[src/rtl/core/assert_macros.svh]
// assertion helpers included by track_mode_quality_classifier
`ifndef ASSERT_MACROS_SVH
`define ASSERT_MACROS_SVH

// property checked on every rising clock edge outside reset
`define ASSERT_CLK(lbl, clk, rst_n, prop) \
  lbl: assert property (@(posedge clk) disable iff (!rst_n) (prop)) \
    else $error("assertion failed: lbl");

// condition that must never be seen outside reset
`define ASSERT_NEVER(lbl, clk, rst_n, cond) \
  lbl: assert property (@(posedge clk) disable iff (!rst_n) !(cond)) \
    else $error("forbidden condition: lbl");

`endif

[src/rtl/core/tmqc_pkg.sv]
`default_nettype none

package tmqc_pkg;

  // input transaction
  typedef struct packed {
    logic [11:0] hit_mask;
    logic        track_valid;
    logic [5:0]  model_quality;
  } tmqc_req_t;

  // result transaction
  typedef struct packed {
    logic [3:0] station_mode;
    logic [3:0] category_mode;
    logic [3:0] track_quality;
  } tmqc_res_t;

  // per-station hit summary handed to the category rules
  typedef struct packed {
    logic c0;          // site 11
    logic c11;         // site 0
    logic c12;         // site 1
    logic st1_a;       // sites 0, 9
    logic st1_b;       // sites 1, 5
    logic csc_ge1;     // at least one of sites 2, 3, 4
    logic csc_ge2;     // at least two of sites 2, 3, 4
    logic any234_ge1;  // at least one of stations 2, 3, 4
    logic any234_ge2;  // at least two of stations 2, 3, 4
    logic any34_ge1;   // station 3 or station 4
  } tmqc_flags_t;

  // station mode bit positions
  localparam int unsigned StBitS1 = 3;
  localparam int unsigned StBitS2 = 2;
  localparam int unsigned StBitS3 = 1;
  localparam int unsigned StBitS4 = 0;

  // category codes
  localparam logic [3:0] CatSingle    = 4'd12;
  localparam logic [3:0] CatDouble    = 4'd8;
  localparam logic [3:0] CatTriple    = 4'd4;
  localparam logic [3:0] CatSingleHit = 4'd0;

  // score band thresholds
  localparam logic [5:0] ThrS3 = 6'd51;
  localparam logic [5:0] ThrS2 = 6'd39;
  localparam logic [5:0] ThrS1 = 6'd31;
  localparam logic [5:0] ThrD2 = 6'd31;
  localparam logic [5:0] ThrD1 = 6'd23;
  localparam logic [5:0] ThrD0 = 6'd15;
  localparam logic [5:0] ThrT2 = 6'd15;
  localparam logic [5:0] ThrT1 = 6'd11;
  localparam logic [5:0] ThrT0 = 6'd7;
  localparam logic [5:0] ThrH1 = 6'd7;
  localparam logic [5:0] ThrH0 = 6'd3;

endpackage

`default_nettype wire

[src/rtl/core/tmqc_category.sv]
`default_nettype none

module tmqc_category (
  input  tmqc_pkg::tmqc_flags_t flags_i,
  output logic [3:0]            category_o
);
  import tmqc_pkg::*;

  logic single_hit;
  logic double_hit;

  // single-track rule set
  assign single_hit = (flags_i.c12 && flags_i.csc_ge1) ||
                      (flags_i.st1_b && flags_i.csc_ge1 && flags_i.any234_ge2) ||
                      (flags_i.c11 && flags_i.csc_ge1 && flags_i.any234_ge2) ||
                      (flags_i.st1_a && flags_i.csc_ge2) ||
                      (flags_i.c0 && flags_i.c11 && flags_i.any34_ge1) ||
                      (flags_i.c0 && flags_i.csc_ge1 && flags_i.any234_ge2);

  // double-track rule set
  assign double_hit = (flags_i.c12 && flags_i.any234_ge1) ||
                      (flags_i.c11 && flags_i.any234_ge1) ||
                      (flags_i.st1_b && flags_i.csc_ge1) ||
                      (flags_i.st1_a && flags_i.csc_ge1) ||
                      (flags_i.c0 && flags_i.c11 && flags_i.any234_ge1) ||
                      (flags_i.c0 && flags_i.csc_ge1);

  // priority: single, double, triple, single hit
  always_comb begin
    if (single_hit) begin
      category_o = CatSingle;
    end else if (double_hit) begin
      category_o = CatDouble;
    end else if (flags_i.csc_ge2) begin
      category_o = CatTriple;
    end else begin
      category_o = CatSingleHit;
    end
  end

endmodule

`default_nettype wire

[src/rtl/core/track_mode_quality_classifier.sv]
// Track mode and quality classifier. A transaction is taken at every rising
// edge with start_i high; busy_o is always low, so a new track can enter in
// every cycle. Each track is on res_o with done_o high for exactly one cycle,
// once it has passed the three register stages, in the order taken; the
// receiver has no way to hold results back. The three register stages are
// hit summary with station mode, category rules, and quality banding.
`default_nettype none
`include "assert_macros.svh"

module track_mode_quality_classifier (
  input  logic                clk_i,
  input  logic                rst_ni,
  input  logic                start_i,
  input  tmqc_pkg::tmqc_req_t req_i,
  output logic                busy_o,
  output logic                done_o,
  output tmqc_pkg::tmqc_res_t res_o
);
  import tmqc_pkg::*;

  // stage 1: hit summary
  logic        v1_q;
  tmqc_flags_t flags_d, flags_q;
  logic [3:0]  smode_d, smode1_q;
  logic        tv1_q;
  logic [5:0]  mq1_q;

  // stage 2: category
  logic        v2_q;
  logic [3:0]  cat_d, cat2_q;
  logic [3:0]  smode2_q;
  logic        tv2_q;
  logic [5:0]  mq2_q;

  // stage 3: quality, output register
  logic        v3_q;
  tmqc_res_t   res_d, res_q;

  logic [11:0] m;
  logic        st2, st3, st4;
  logic [1:0]  csc_cnt;
  logic [1:0]  any234_cnt;
  logic        start_ok;

  assign busy_o   = 1'b0;
  assign start_ok = start_i && !busy_o;
  assign m        = req_i.hit_mask;

  // station grouping of the site mask
  assign st2        = m[2] | m[10] | m[6];
  assign st3        = m[3] | m[7];
  assign st4        = m[4] | m[8];
  assign csc_cnt    = {1'b0, m[2]} + {1'b0, m[3]} + {1'b0, m[4]};
  assign any234_cnt = {1'b0, st2} + {1'b0, st3} + {1'b0, st4};

  always_comb begin
    smode_d          = '0;
    smode_d[StBitS1] = m[0] | m[9] | m[1] | m[5] | m[11];
    smode_d[StBitS2] = st2;
    smode_d[StBitS3] = st3;
    smode_d[StBitS4] = st4;

    flags_d.c0         = m[11];
    flags_d.c11        = m[0];
    flags_d.c12        = m[1];
    flags_d.st1_a      = m[0] | m[9];
    flags_d.st1_b      = m[1] | m[5];
    flags_d.csc_ge1    = csc_cnt != 2'd0;
    flags_d.csc_ge2    = csc_cnt[1];
    flags_d.any234_ge1 = any234_cnt != 2'd0;
    flags_d.any234_ge2 = any234_cnt[1];
    flags_d.any34_ge1  = st3 | st4;
  end

  // category rules
  tmqc_category u_category (
    .flags_i    (flags_q),
    .category_o (cat_d)
  );

  // quality banding within the category
  always_comb begin
    res_d.station_mode  = smode2_q;
    res_d.category_mode = cat2_q;
    res_d.track_quality = 4'd0;
    if (tv2_q && !$onehot0(smode2_q)) begin
      case (cat2_q)
        CatSingleHit: begin
          if (mq2_q <= ThrH0) begin
            res_d.track_quality = 4'd1;
          end else if (mq2_q <= ThrH1) begin
            res_d.track_quality = 4'd2;
          end else begin
            res_d.track_quality = 4'd3;
          end
        end
        CatTriple: begin
          if (mq2_q > ThrT2) begin
            res_d.track_quality = 4'd7;
          end else if (mq2_q > ThrT1) begin
            res_d.track_quality = 4'd6;
          end else if (mq2_q > ThrT0) begin
            res_d.track_quality = 4'd5;
          end else begin
            res_d.track_quality = 4'd4;
          end
        end
        CatDouble: begin
          res_d.track_quality = 4'd8;
          if (smode2_q == 4'd9 || smode2_q == 4'd10 || smode2_q == 4'd12) begin
            if (mq2_q > ThrD2) begin
              res_d.track_quality = 4'd11;
            end else if (mq2_q > ThrD1) begin
              res_d.track_quality = 4'd10;
            end else if (mq2_q > ThrD0) begin
              res_d.track_quality = 4'd9;
            end
          end
        end
        default: begin
          res_d.track_quality = 4'd12;
          if (smode2_q == 4'd11 || smode2_q == 4'd13 ||
              smode2_q == 4'd14 || smode2_q == 4'd15) begin
            if (mq2_q > ThrS3) begin
              res_d.track_quality = 4'd15;
            end else if (mq2_q > ThrS2) begin
              res_d.track_quality = 4'd14;
            end else if (mq2_q > ThrS1) begin
              res_d.track_quality = 4'd13;
            end
          end
        end
      endcase
    end
  end

  // valid bits travel with the data
  always_ff @(posedge clk_i or negedge rst_ni) begin
    if (!rst_ni) begin
      v1_q <= 1'b0;
      v2_q <= 1'b0;
      v3_q <= 1'b0;
    end else begin
      v1_q <= start_ok;
      v2_q <= v1_q;
      v3_q <= v2_q;
    end
  end

  // payload registers
  always_ff @(posedge clk_i) begin
    flags_q  <= flags_d;
    smode1_q <= smode_d;
    tv1_q    <= req_i.track_valid;
    mq1_q    <= req_i.model_quality;
    cat2_q   <= cat_d;
    smode2_q <= smode1_q;
    tv2_q    <= tv1_q;
    mq2_q    <= mq1_q;
    res_q    <= res_d;
  end

  assign done_o = v3_q;
  assign res_o  = res_q;

  // checks
  `ASSERT_CLK(a_stage12, clk_i, rst_ni, v1_q |=> v2_q)
  `ASSERT_CLK(a_stage23, clk_i, rst_ni, v2_q |=> done_o)
  `ASSERT_CLK(a_band_cat, clk_i, rst_ni, (done_o && res_o.track_quality != 4'd0) |-> (res_o.track_quality[3:2] == res_o.category_mode[3:2]))
  `ASSERT_NEVER(a_one_station, clk_i, rst_ni, done_o && $onehot0(res_o.station_mode) && res_o.track_quality != 4'd0)

endmodule

`default_nettype wire

[config.mk]
export PLATFORM = sky130hd
export DESIGN_NAME = track_mode_quality_classifier
export DESIGN_NICKNAME = d
export VERILOG_FILES = /design/src/rtl/core/tmqc_pkg.sv /design/src/rtl/core/tmqc_category.sv /design/src/rtl/core/track_mode_quality_classifier.sv
export VERILOG_INCLUDE_DIRS = /design/src /design/src/rtl/core
export SDC_FILE = /design/constraint.sdc
export NUM_CORES = 1
export LEC_CHECK = 0
export BUFFER_PORTS_ARGS = -buffer_cell sky130_fd_sc_hd__buf_2
export CORE_AREA = 2 2 61 63
export CTS_BUF_LIST = sky130_fd_sc_hd__clkbuf_4 sky130_fd_sc_hd__clkbuf_8
export DETAILED_ROUTE_END_ITERATION = 8
export DIE_AREA = 0 0 63 65
export PLACE_DENSITY = 0.68
export SLEW_MARGIN = 30
export SYNTH_ARGS = -nofsm -noshare
export SYNTH_HDL_FRONTEND = slang
export SYNTH_SLANG_ARGS = --single-unit
[constraint.sdc]
create_clock -name clk_i -period 3.69 [get_ports clk_i]
set_clock_uncertainty 0.2 [all_clocks]
set_input_delay 0.369 -clock clk_i [delete_from_list [all_inputs] [get_ports clk_i]]
set_output_delay 0.369 -clock clk_i [all_outputs]
set_load 0.01 [all_outputs]
==> impl_metrics.ini <==
[cts]
cts_max_path_buffers = 2
cts-buffers-inserted = 5
cts.sink_count = 43
cts-resized-gates = 0
clock_tree_from_tritoncts = done
cts_root_buf = sky130_fd_sc_hd__clkbuf_4
clk_pin_slew_worst_setup_hold_paths_ns = 0.11
htree_num_levels = 2
clk-insertion-delay-late_ns = 0.35

[detailed_routing]
viasPerCell = 4.40
detailedRoute.firstPassIterationCount = 4
number_of_routed_nets_with_antenna_violations = 0
drc = 0
finalWirelength_um = 2140
vias = 924
drt-wirelength-per-cell_um = 10.2
drt_iter0_drc = 25

[run_status]
run_status = finished, final reports clean

[place]
place.detailed.hpwl_um = 1650
gp_congestion = 0.816
port_buffers = 30

[pwr]
vdd.ir_drop.worst_mv = 0.276
static_power_due_to_leakage_nw = 0.805
pwr-share-seq = 0.624
net_switching_power_uw = 192
netSwitchingFraction = 0.238
p_int_uw = 616
power_density_mw_per_mm2 = 456
pwr-share-clk = 0.273
share_comb_of_total_power = 0.103

[layout]
area_growth_pct = 26.7
num_antenna_cells = 0
mostFrequentLayoutCell = sky130_fd_sc_hd__dfxtp_1
layout.nets = 194
layout.cells.most_common_list = sky130_fd_sc_hd__dfxtp_1 (40), sky130_fd_sc_hd__buf_2 (30), sky130_fd_sc_hd__dlygate4sd3_1 (12), sky130_fd_sc_hd__inv_1 (9), sky130_fd_sc_hd__ha_1 (8)
fraction_of_layout_instances_using_a_drive_strength_above_1 = 0.309

[timing]
fin_hold_ws_ns = 0.0391
final_period_minus_worst_setup_slack_ns = 2.51
setup_total_negative_slack_ns = 0
layout_worst_path_cycle_share = 0.681
setup_repair_after_global_routing_missed_its_margin = false
slew_violations = 0
setup_viol = 0
final_hold_viol_count = 0
fmax_mhz = 398

[logic_synthesis]
seq_cells_post_synth = 43
synthArstFlopShare = 0.0698
ys_warn_count = 0
most_instantiated_flip_flop_cell_in_the_synthesis_netlist = sky130_fd_sc_hd__dfxtp_1
syn_avg_cell_area_um2 = 12.4
syn-instance-count = 113
mapped_cell_area_mm2 = 0.00140
number_of_flops_mapped_to_enable_cells_by_yosys = 0
ys_seq_area_frac = 0.626
synth_cell_types = 36

[global_routing]
grt_util_all_layers = 0.122
grt_remaining_overflow = 0
wire_length_of_the_first_global_routing_pass_um = 3700
maximum_number_of_pins_on_one_net_before_global_route_repair = 14
grt_pass1_vias = 943
antenna_violations_before_repair = 0

[setup_path]
slowest_stage_cell_crit_path = sky130_fd_sc_hd__fa_1
cp_common_cell = sky130_fd_sc_hd__inv_1
worst_ep_arrival_time_ns = 2.60
timing.critical_path.to_type = flop
critPathMaxStageDelay_ns = 0.47
classification_of_the_worst_setup_path = reg2reg
crit_path_cell_trace = inv_1 > fa_1 > inv_1 > ha_1 > inv_1 > ha_1 > nor2_1 > a221oi_2 > o2111ai_1 > o21ai_1
cp.required_ns = 3.78
worst-path-max-fanout = 5
cp-start-kind = flop

[die]
die-height_um = 65
design.portCount = 36
placement_row_count = 22
floorplan.initialDensity = 0.400
die_extent_in_x_um = 63
die-area_mm2 = 0.00410
design.core.area_mm2 = 0.00350

[job]
reported_max_cap_violation_count = 0

[worst_hold_path]
hold_class = in2reg
[path summary, 6_finish.rpt]
| kind | startpoint | end | slack [ns] | depth (start not counted) |
|---|---|---|---|---|
| hold reg to reg | smode1_q[2] | smode2_q[2] | 0.14 | 0 |
| setup reg to reg | smode2_q[0] | res_o[0] | 1.18 | 10 |
| hold / removal | req_i[15] | smode1_q[0] | 0.04 | 2 |
| max in group asynchronous | rst_ni | done_o | 3.06 | 2 |
| min in group asynchronous | rst_ni | v2_q | 0.12 | 2 |
| setup / recovery | smode2_q[0] | res_o[0] | 1.18 | 10 |
[Yosys cell counts (3+ instances only)]
| cell type | n | share of area |
|---|---|---|
| sky130_fd_sc_hd__dfrtp_1 | 3 | 0.054 |
| sky130_fd_sc_hd__ha_1 | 8 | 0.072 |
| sky130_fd_sc_hd__o21ai_0 | 3 | 0.011 |
| sky130_fd_sc_hd__fa_1 | 3 | 0.043 |
| sky130_fd_sc_hd__nand2_1 | 4 | 0.011 |
| sky130_fd_sc_hd__buf_4 | 3 | 0.016 |
| sky130_fd_sc_hd__dfxtp_1 | 40 | 0.57 |
| sky130_fd_sc_hd__inv_1 | 9 | 0.024 |
| sky130_fd_sc_hd__or2_2 | 7 | 0.031 |
[critical path: cells and delay by family (launching register included)]
family          cells  cell delay (ns)
fa+ha+maj           3             0.92
compound gates      3             0.62
flops               1             0.40
buf+inv             3             0.25
simple gates        1             0.05
[through the flow]
stage          utilization  power (mW)  area, µm²  setup slack (ns)  std cells
2_1_floorplan            -       0.560       1410              1.44        115
3_3_place_gp         0.456       0.583       1590              1.29        190
3_5_place_dp         0.456       0.590       1590              1.18        190
4_1_cts              0.504       0.817       1760              1.14        209
5_1_grt              0.507       0.852       1770             0.975        210
6_report             0.507       0.808       1770              1.18        210
[registers in the layout (all words and copies together), names as in the netlist, 2 cells and up]
name	count
smode1_q	4
smode2_q	4
mq1_q	4
cat2_q	2
mq2_q	4
res_o	10
flags_q	10
[power by group through the flow]
stage	logic, mW	clock network (mW)	registers (mW)
4_1_cts	0.0831	0.228	0.505
3_3_place_gp	0.0687	0	0.514
3_5_place_dp	0.0741	0	0.516
5_1_grt	0.0932	0.251	0.508
2_1_floorplan	0.0436	0	0.516
6_report	0.0831	0.221	0.505
[routing by layer]
| layer | part of all wire | wire length, µm | vias to the layer above | track usage |
|---|---|---|---|---|
| met5 | 0 | 0 | - | 0 |
| met3 | 0.058 | 124 | 5 | 0.0417 |
| met1 | 0.40 | 847 | 410 | 0.111 |
| met2 | 0.52 | 1120 | 38 | 0.218 |
| li1 | - | - | 471 | - |
| met4 | 0.025 | 54 | 0 | 0.100 |
[cells by family after synthesis]
kind of cell,Yosys count,synth area share
other,1,0.00268
buffers and inverters,13,0.0429
AOI/OAI and AO/OA,20,0.108
and+or+nand+nor,24,0.0975
DFF,43,0.626
adders and majority gates,12,0.123
[final cells by class]
cell class,instances,area (µm²)
fillers,335,1720
flip-flops and latches,43,876
multi-input cells,59,470
repair buffers,42,270
well taps,48,60.1
clock buffers,6,45.0
inverters,10,37.5
clock inverters,2,12.5
[timing repair]
action	CTS	global route
hold buffers	11	1
buffers inserted	0	0
hold endpoints to repair	14	1
(Power assumes the default switching activity.)
